==> src/rtl/smbr_pkg.sv <==
// smbr_pkg: shared types and the sequencer program for softmax_backward_row.
// No dependencies. Used by smbr_datapath and softmax_backward_row.
package smbr_pkg;

    localparam int STEP_W = 3;
    typedef logic [STEP_W-1:0] step_t;

    // Step addresses of the program
    localparam step_t ST_LOAD = 3'd0;
    localparam step_t ST_ACC  = 3'd1;
    localparam step_t ST_RD   = 3'd2;
    localparam step_t ST_MUL  = 3'd3;
    localparam step_t ST_OUT  = 3'd4;

    // Sequencing modes of a control word
    typedef enum logic [1:0] {
        SQ_NEXT,     // go to step + 1
        SQ_WAIT_IN,  // hold until a word is accepted, then step + 1
        SQ_CLOSE,    // row closes: step + 1, else jump to target
        SQ_EMIT      // hold while output is full; last: jump to ST_LOAD, else target
    } seq_t;

    typedef struct packed {
        logic  rdy;
        logic  acc;
        logic  rd;
        logic  mul;
        logic  emit;
        seq_t  seq;
        step_t target;
    } uword_t;

    // Datapath strobes for one cycle
    typedef struct packed {
        logic wr;
        logic acc;
        logic rd;
        logic mul;
        logic emit;
    } dp_ctrl_t;

    // Datapath status seen by the sequencer
    typedef struct packed {
        logic close;
        logic last;
        logic out_free;
    } dp_stat_t;

    function automatic uword_t ucode(step_t s);
        uword_t w;
        w = '{rdy: 1'b0, acc: 1'b0, rd: 1'b0, mul: 1'b0, emit: 1'b0,
              seq: SQ_NEXT, target: ST_LOAD};
        case (s)
            ST_LOAD: begin
                w.rdy = 1'b1;
                w.seq = SQ_WAIT_IN;
            end
            ST_ACC: begin
                w.acc    = 1'b1;
                w.seq    = SQ_CLOSE;
                w.target = ST_LOAD;
            end
            ST_RD: begin
                w.rd = 1'b1;
            end
            ST_MUL: begin
                w.mul = 1'b1;
            end
            ST_OUT: begin
                w.emit   = 1'b1;
                w.seq    = SQ_EMIT;
                w.target = ST_RD;
            end
            default: begin
                w.seq    = SQ_CLOSE;
                w.target = ST_LOAD;
            end
        endcase
        return w;
    endfunction

endpackage

==> src/rtl/smbr_datapath.sv <==
// smbr_datapath: row store, dot-product accumulator, gradient multiplier and
// output register. Driven step by step from the sequencer. Uses smbr_pkg.
module smbr_datapath #(
    parameter int ROW_MAX = 64
) (
    input  logic                   aclk,
    input  logic                   aresetn,
    input  smbr_pkg::dp_ctrl_t     ctrl,
    output smbr_pkg::dp_stat_t     stat,
    input  logic [15:0]            s_prob,
    input  logic signed [15:0]     s_grad,
    input  logic                   s_row_end,
    output logic                   m_valid,
    input  logic                   m_ready,
    output logic signed [15:0]     m_grad_in,
    output logic                   m_last_out,
    output logic                   m_clipped,
    output logic                   m_row_cut
);

    localparam int AW = (ROW_MAX > 1) ? $clog2(ROW_MAX) : 1;
    localparam int CW = $clog2(ROW_MAX + 1);

    logic [31:0] mem [ROW_MAX];

    logic [CW-1:0]        fill_reg, fill_next;
    logic [AW-1:0]        k_reg, k_next;
    logic signed [23:0]   dot_reg, dot_next;
    logic                 cut_reg, cut_next;
    logic                 m_valid_reg, m_valid_next;

    logic signed [32:0]   prod_reg;
    logic                 end_reg;
    logic [31:0]          rd_reg;
    logic signed [41:0]   mul_reg;

    logic signed [15:0]   grad_in_reg;
    logic                 last_reg, clip_reg, rcut_reg;

    logic signed [32:0]   prod_rnd;
    logic signed [24:0]   diff;
    logic signed [41:0]   res_rnd;
    logic                 sat_hi, sat_lo;
    logic                 is_last;

    // status depends on registers and m_ready only, never on the strobes
    always_comb begin
        is_last       = (CW'(k_reg) + CW'(1)) == fill_reg;
        stat.close    = end_reg || (fill_reg == CW'(ROW_MAX));
        stat.last     = is_last;
        stat.out_free = !m_valid_reg || m_ready;
    end

    always_comb begin
        prod_rnd = (prod_reg + 33'sd16384) >>> 15;
        diff     = 25'(signed'(rd_reg[15:0])) - 25'(dot_reg);
        res_rnd  = (mul_reg + 42'sd16384) >>> 15;
        sat_hi   = res_rnd > 42'sd32767;
        sat_lo   = res_rnd < -42'sd32768;

        fill_next    = fill_reg;
        k_next       = k_reg;
        dot_next     = dot_reg;
        cut_next     = cut_reg;
        m_valid_next = m_valid_reg;

        if (m_ready) begin
            m_valid_next = 1'b0;
        end
        if (ctrl.wr) begin
            fill_next = fill_reg + CW'(1);
        end
        if (ctrl.acc) begin
            dot_next = dot_reg + prod_rnd[23:0];
            cut_next = !end_reg;
            k_next   = '0;
        end
        if (ctrl.emit) begin
            m_valid_next = 1'b1;
            if (is_last) begin
                fill_next = '0;
                dot_next  = '0;
                k_next    = '0;
            end else begin
                k_next = k_reg + AW'(1);
            end
        end
    end

    always_ff @(posedge aclk) begin
        if (!aresetn) begin
            fill_reg    <= '0;
            k_reg       <= '0;
            dot_reg     <= '0;
            cut_reg     <= 1'b0;
            m_valid_reg <= 1'b0;
        end else begin
            fill_reg    <= fill_next;
            k_reg       <= k_next;
            dot_reg     <= dot_next;
            cut_reg     <= cut_next;
            m_valid_reg <= m_valid_next;
        end
    end

    // Row store: one write port on accept, one registered read port
    always_ff @(posedge aclk) begin
        if (ctrl.wr) begin
            mem[fill_reg[AW-1:0]] <= {s_prob, s_grad};
        end
        if (ctrl.rd) begin
            rd_reg <= mem[k_reg];
        end
    end

    always_ff @(posedge aclk) begin
        if (ctrl.wr) begin
            prod_reg <= signed'({1'b0, s_prob}) * s_grad;
            end_reg  <= s_row_end;
        end
        if (ctrl.mul) begin
            mul_reg <= signed'({1'b0, rd_reg[31:16]}) * diff;
        end
        if (ctrl.emit) begin
            if (sat_hi) begin
                grad_in_reg <= 16'sh7FFF;
            end else if (sat_lo) begin
                grad_in_reg <= -16'sh8000;
            end else begin
                grad_in_reg <= res_rnd[15:0];
            end
            clip_reg <= sat_hi || sat_lo;
            last_reg <= is_last;
            rcut_reg <= cut_reg;
        end
    end

    assign m_valid    = m_valid_reg;
    assign m_grad_in  = grad_in_reg;
    assign m_last_out = last_reg;
    assign m_clipped  = clip_reg;
    assign m_row_cut  = rcut_reg;

endmodule

==> src/rtl/softmax_backward_row.sv <==
// softmax_backward_row: softmax gradient over one row, microcoded control.
// Depends on smbr_pkg and smbr_datapath.
//
// Input channel (s_valid/s_ready): one word per element, carrying the saved
// probability s_prob (unsigned Q1.15), the upstream gradient s_grad (signed
// Q4.12) and s_row_end on the row's final element.
// Output channel (m_valid/m_ready): one word per stored element, emitted in
// arrival order once the row closes: m_grad_in = prob*(grad - dot), rounded
// and saturated (m_clipped), m_last_out on the final word, m_row_cut on every
// word of a row that closed at ROW_MAX elements without s_row_end.
// Sequence: each element is loaded by a store + multiply step, then an accumulate
// step. After the row closes, each result passes through a memory read, a
// multiply and a round/saturate into the output register. s_ready is low
// while the row is being emitted.
// A stalled receiver holds the output register; the sequencer waits at its
// output step until the register frees. After the final result is loaded,
// the next row's input is taken while that result still waits.
// Reset (aresetn low, synchronous) empties the row and the output register.
module softmax_backward_row #(
    parameter int ROW_MAX = 64
) (
    input  logic               aclk,
    input  logic               aresetn,
    input  logic               s_valid,
    output logic               s_ready,
    input  logic [15:0]        s_prob,
    input  logic signed [15:0] s_grad,
    input  logic               s_row_end,
    output logic               m_valid,
    input  logic               m_ready,
    output logic signed [15:0] m_grad_in,
    output logic               m_last_out,
    output logic               m_clipped,
    output logic               m_row_cut
);

    smbr_pkg::step_t    step_reg, step_next;
    smbr_pkg::uword_t   uw;
    smbr_pkg::dp_ctrl_t ctrl;
    smbr_pkg::dp_stat_t stat;
    logic               accept;

    always_comb begin
        uw        = smbr_pkg::ucode(step_reg);
        accept    = s_valid && uw.rdy;
        ctrl.wr   = accept;
        ctrl.acc  = uw.acc;
        ctrl.rd   = uw.rd;
        ctrl.mul  = uw.mul;
        ctrl.emit = uw.emit && stat.out_free;

        step_next = step_reg;
        unique case (uw.seq)
            smbr_pkg::SQ_NEXT: begin
                step_next = step_reg + smbr_pkg::step_t'(1);
            end
            smbr_pkg::SQ_WAIT_IN: begin
                if (accept) begin
                    step_next = step_reg + smbr_pkg::step_t'(1);
                end
            end
            smbr_pkg::SQ_CLOSE: begin
                step_next = stat.close ? step_reg + smbr_pkg::step_t'(1) : uw.target;
            end
            smbr_pkg::SQ_EMIT: begin
                if (stat.out_free) begin
                    step_next = stat.last ? smbr_pkg::ST_LOAD : uw.target;
                end
            end
            default: begin
                step_next = smbr_pkg::ST_LOAD;
            end
        endcase
    end

    always_ff @(posedge aclk) begin
        if (!aresetn) begin
            step_reg <= smbr_pkg::ST_LOAD;
        end else begin
            step_reg <= step_next;
        end
    end

    assign s_ready = uw.rdy;

    smbr_datapath #(
        .ROW_MAX (ROW_MAX)
    ) u_dp (
        .aclk       (aclk),
        .aresetn    (aresetn),
        .ctrl       (ctrl),
        .stat       (stat),
        .s_prob     (s_prob),
        .s_grad     (s_grad),
        .s_row_end  (s_row_end),
        .m_valid    (m_valid),
        .m_ready    (m_ready),
        .m_grad_in  (m_grad_in),
        .m_last_out (m_last_out),
        .m_clipped  (m_clipped),
        .m_row_cut  (m_row_cut)
    );

endmodule

==> config.mk <==
export PLATFORM = sky130hd
export DESIGN_NAME = softmax_backward_row
export DESIGN_NICKNAME = d
export VERILOG_FILES = /design/src/rtl/smbr_pkg.sv /design/src/rtl/smbr_datapath.sv /design/src/rtl/softmax_backward_row.sv
export SDC_FILE = /design/constraint.sdc
export NUM_CORES = 2
export LEC_CHECK = 0
export ABC_AREA = 1
export BUFFER_PORTS_ARGS = -buffer_cell sky130_fd_sc_hd__buf_2
export CORE_ASPECT_RATIO = 1.4
export CORE_MARGIN = 4
export CORE_UTILIZATION = 50
export DETAILED_ROUTE_END_ITERATION = 10
export PLACE_DENSITY = 0.65
export SLEW_MARGIN = 20
export SYNTH_ARGS = -nofsm -noshare
export SYNTH_HDL_FRONTEND = slang
export SYNTH_SLANG_ARGS = --single-unit
==> constraint.sdc <==
create_clock -name aclk -period 7.7 [get_ports aclk]
set_clock_uncertainty 0.1 [all_clocks]
set_input_delay 1.54 -clock aclk [delete_from_list [all_inputs] [get_ports aclk]]
set_output_delay 1.54 -clock aclk [all_outputs]
set_load 0.1 [all_outputs]
After elaboration in Yosys (flattened, before gate mapping) --
Memories as Yosys holds them, arrays and structs flattened. A register that Yosys moved wholly into a read port is not among the register bits. Cells that the tools add are included.
Cells by class: add/sub/neg operators 8, multiply operators 2, $lt $le $gt $ge 2, equal/unequal tests 11, mux-type cells 26, reduce and logical (&&, ||, !) cells 13
Operators with widths (number):
- 2-to-1 mux 24 bit | 3
- adder 42 x 16 -> 42 bit, second input constant | 1
- multiplier 17 x 25 -> 42 bit | 1
- adder 33 x 16 -> 33 bit, second input constant | 1
- multiplier 17 x 16 -> 33 bit | 1
- > comparator 27 x 16 -> 1 bit, second input constant | 1
- less-than comparator 27 x 16 -> 1 bit, second input constant | 1
- subtractor 16 x 24 -> 25 bit | 1
- adder 24 bit | 1
- 2-to-1 mux 7 bit | 3
- 2-to-1 mux 6 bit | 3
- 2-to-1 mux 16 bit | 1
- 2-to-1 mux 3 bit | 4
- case mux 3 bit (4 select lines) | 1
- 2-to-1 mux 1 bit | 9
- adder 6 x 1 -> 7 bit, second input constant | 1
- adder 7 x 1 -> 7 bit, second input constant | 1
- equality test 7 bit | 1
- equality test 7 bit, second input constant | 1
- adder 6 x 1 -> 6 bit, second input constant | 1
- equality test 3 x 2 -> 1 bit, second input constant | 2
- case mux 2 bit (3 select lines) | 1
- equality test 2 bit, second input constant | 2
- != test 2 bit, second input constant | 2
- 13 further kinds | 18
Word-level totals: register bits 137, RAM bits 2048, output and inout bits 21, memories 1
Memories:
- u_dp.mem | words 64, width 32, read ports 1, clocked after Yosys merged registers in 1, write ports 1, RTL line smbr_datapath.sv:24 | logic [31:0] mem [ROW_MAX];

Longest topological paths before layout --
word-level depth 6, gate-level depth with buffers 39, depth with buffers taken out 38

Cells and area by module --
Synthesis repeated with hierarchy kept, for this count alone.
Unflattened totals: cells, all modules 10413, area, all modules 113467.6 um2
By module, submodules not included:
- smbr_datapath | times used 1, cells an instance 10358, area each 113131.0 um2, sequential area each 65252.6 um2
- softmax_backward_row | times used 1, cells an instance 55, area each 336.6 um2, sequential area each 60.1 um2

Worst setup path after synthesis --
Ideal clock, no wire load.
path kind reg-to-reg, start point register u_dp.rd_reg[0], read port of u_dp.mem, end point register u_dp.mul_reg[38] (data pin), library setup time 260 ps, arrival 6510 ps, data required time 7340 ps, setup slack 830 ps, cell stages (with the launch flop) 33, period minus slack after synthesis 6870 ps, cells stage by stage edfxtp_1 > inv_1 > ha_1 > fa_1 > inv_1 > nand3_1 > nand2_1 > nand2_1 > nand2_1 > nand2_1 > nand2_1 > nand3_1 > nand3_1 > nand2_2 > nor2_1 > fa_1 > inv_1 > fa_1 > inv_1 > fa_1 > fa_1 > fa_1 > inv_1 > fa_1 > inv_1 > ha_1 > nand2_1 > nor2_1 > inv_1 > nor4_1 > nand3_1 > nand3_1 > xor2_1
Between the ends: longest elaborated chain between the ends 2
Ends and longest elaborated chain:
- start, declared | RTL line smbr_datapath.sv:34 | logic [31:0] rd_reg;
- subtractor 16 x 24 -> 25 bit | RTL line smbr_datapath.sv:56 | diff = 25'(signed'(rd_reg[15:0])) - 25'(dot_reg);
- multiplier 17 x 25 -> 42 bit | RTL line smbr_datapath.sv:122 | mul_reg <= signed'({1'b0, rd_reg[31:16]}) * diff;
- end signal, assigned | RTL line smbr_datapath.sv:122
- end, declared | RTL line smbr_datapath.sv:35 | logic signed [41:0] mul_reg;
No other way between the ends. A chain may end at the register's enable or synchronous reset.

Worst setup path after layout --
start point register u_dp.rd_reg[7], read port of u_dp.mem, end point register u_dp.mul_reg[30] (data pin)
Same word-level chain as after synthesis.

==> summary.md <==
| Metric | Value |
|---|---|
| Outcome | `completed` |
| Clk sinks | `2189` |
| Final net count | `11.0k` |
| CP max-delay cell | `fa_1` |
| P&R area growth vs syn | `10.6%` |
| Max-cap check violation count | `0` |
| CTS tree | `done` |
| Root Driver | `clkbuf_16` |
| Post-synth cell types | `48` |
| Final Setup Violations | `0` |
| Syn avg cell area | `11.2 sq um` |
| Die Wd | `410 microns` |
| First-pass GRT wire length | `512 mm` |
| Crit end category | `flip-flop` |
| Top FF cell, synth | `edfxtp_1` |
| Initial antenna violation count | `15` |
| Synth Net Count | `10.9k` |
| Synth Instances | `10.1k` |
| Residual DRC count | `0` |
| Total grt overflow | `0` |
| Initial Util | `0.502` |
| Wirelength per Cell | `26.5 microns` |
| Rel. slew slack | `0.224` |
| Total GRT Usage | `0.296` |
| Port bufs | `57` |
| Number of flops mapped to enable cells by yosys | `2147` |
| Synth Register Bits | `2189` |
| Largest register FFs | `2048` |
| Mapped Area | `0.113 sq mm` |
| Area share of the largest cell type after synthesis | `0.571` |
| Tightest Pin Transition | `1.16 ns` |
| Detail Placement HPWL | `225 mm` |
| RSZ-0062 raised after global routing | `yes` |
| CTS Buffer Depth | `4` |
| Worst Path Buf+Inv | `7` |
| Worst Hold Class | `flip-flop to flip-flop` |
| Final hold slack | `0.368 ns` |
| Die Y | `570 microns` |
| Post-synth ARST share | `0` |
| Pre-antenna DRT Iters | `6` |
| Largest net degree at the start of global routing | `212` |
| Max Fclk | `134 MHz` |
| Vias in the first global route | `79.4k` |
| Routability-driven placement congestion ratio | `0.954` |
| # IOs | `58` |
| Crit Path Class | `flip-flop to flip-flop` |
| Critical Path AT | `7.97 ns` |
| CTS Buf Count | `205` |
| Final wirelength | `352 mm` |
| Core footprint | `0.225 sq mm` |
| Via Count | `79.7k` |
| Seq/Total Area, Yosys | `0.579` |
| YS warnings | `0` |
| 1st-iter DRT viols | `9283` |
| Max Transition Viols Final | `0` |
| Final ANT Viol Nets | `0` |
| CP peak stage delay | `0.56 ns` |
| Clk_lat worst skew | `0.89 ns` |
| CP Data Required Time | `8.22 ns` |
| Fin. Hold Viols | `0` |
| Vias per cell | `6.00` |
| Critical path peak fanout | `5` |
| Synth area leaders | `edfxtp_1 (57%), fa_1 (10%), nor2_1 (5.5%)` |
| Synth area leader | `edfxtp_1` |
| Die ar. | `0.234 sq mm` |
| Crit share post-route | `0.968` |
| Setup_tns | `0 ns` |
| CTS H-tree lvls | `4` |
| Utilization after layout | `0.555` |
| Crit path time final | `7.45 ns` |
| Crit start category | `flip-flop` |
| Number of placement rows | `206` |
| Clk slew on worst S/H paths | `0.07 ns` |
| Share of layout cells above drive strength 1 | `0.0899` |
| Worst path top cell family by delay | `adder cells` |
==> cell usage after synthesis (129+ instances only) <==
| library cell | number |
|---|---|
| inv_1 | 1063 |
| a21oi_1 | 165 |
| o211ai_1 | 388 |
| nand2_1 | 936 |
| nor2_1 | 1657 |
| ha_1 | 277 |
| nand3_1 | 404 |
| o22ai_1 | 256 |
| edfxtp_1 | 2147 |
| clkbuf_1 | 413 |
| o221ai_1 | 129 |
| o21ai_0 | 1119 |
| fa_1 | 584 |
==> final timing paths <==
check             slack [ns]  depth (start not counted)                to            from
hold / removal          0.37                          1      u_dp.cut_reg    u_dp.end_reg
hold reg to reg         0.37                          1      u_dp.cut_reg    u_dp.end_reg
setup reg to reg        0.25                         30  u_dp.mul_reg[30]  u_dp.rd_reg[7]
setup / recovery        0.25                         30  u_dp.mul_reg[30]  u_dp.rd_reg[7]
==> kinds of logic after synthesis <==
| kind of cell | count (synthesis) | synth area share |
|---|---|---|
| compound gates | 2122 | 0.111 |
| xor+xnor | 91 | 0.00706 |
| fa+ha+maj | 861 | 0.134 |
| buf+inv | 1644 | 0.0568 |
| flops | 2189 | 0.579 |
| simple gates | 3144 | 0.112 |
==> placed cells by master, fill, tap and decap left out, types with 263 or more instances in the layout <==
master / instances
nand2_1: 923
nand3_1: 403
o211ai_1: 388
o21ai_0: 1110
nor2_1: 1576
fa_1: 579
inv_1: 1053
buf_4: 360
ha_1: 263
edfxtp_1: 2147
==> cell type report <==
| cell class | count | area (sq um) |
|---|---|---|
| sequential | 2189 | 65300 |
| tap | 3016 | 3770 |
| fill | 18900 | 99900 |
| clock inverter | 106 | 1020 |
| clock buffer | 252 | 5330 |
| inverter | 1080 | 4100 |
| timing repair buffer | 419 | 3260 |
| multi-input combinational | 6219 | 42000 |
| antenna | 7 | 17.5 |
==> metal layers <==
metal / wire, microns / GRT usage / part of all wire / vias up
met5: 34 / 0 / 0.000097 / -
met4: 28800 / 0.199 / 0.082 / 6
met3: 25300 / 0.0348 / 0.072 / 1021
met2: 175000 / 0.511 / 0.50 / 3820
met1: 123000 / 0.348 / 0.35 / 40000
li1: - / - / - / 34900
==> what timing repair did <==
| action | 4_1_cts | 5_1_grt |
|---|---|---|
| pin swaps | 0 | 11 |
| endpoints found under the setup margin | 7 | 25 |
| buffers inserted | 0 | 12 |
| hold buffers | 0 | 0 |
| gates resized for setup | 4 | 100 |
| cloned | 0 | 1 |
==> per-stage QoR <==
step           std cells  area, sq um  setup WS [ns]
3_5_place_dp       12900       118000         -0.266
2_1_floorplan      10100       113000          0.830
3_3_place_gp       12900       118000         -0.264
6_report           13300       125000          0.247
4_1_cts            13300       124000         0.0208
5_1_grt            13300       125000        -0.0127
Power is not shown: default switching activity piles up to over one toggle a cycle in this logic, so the estimate is an artifact.
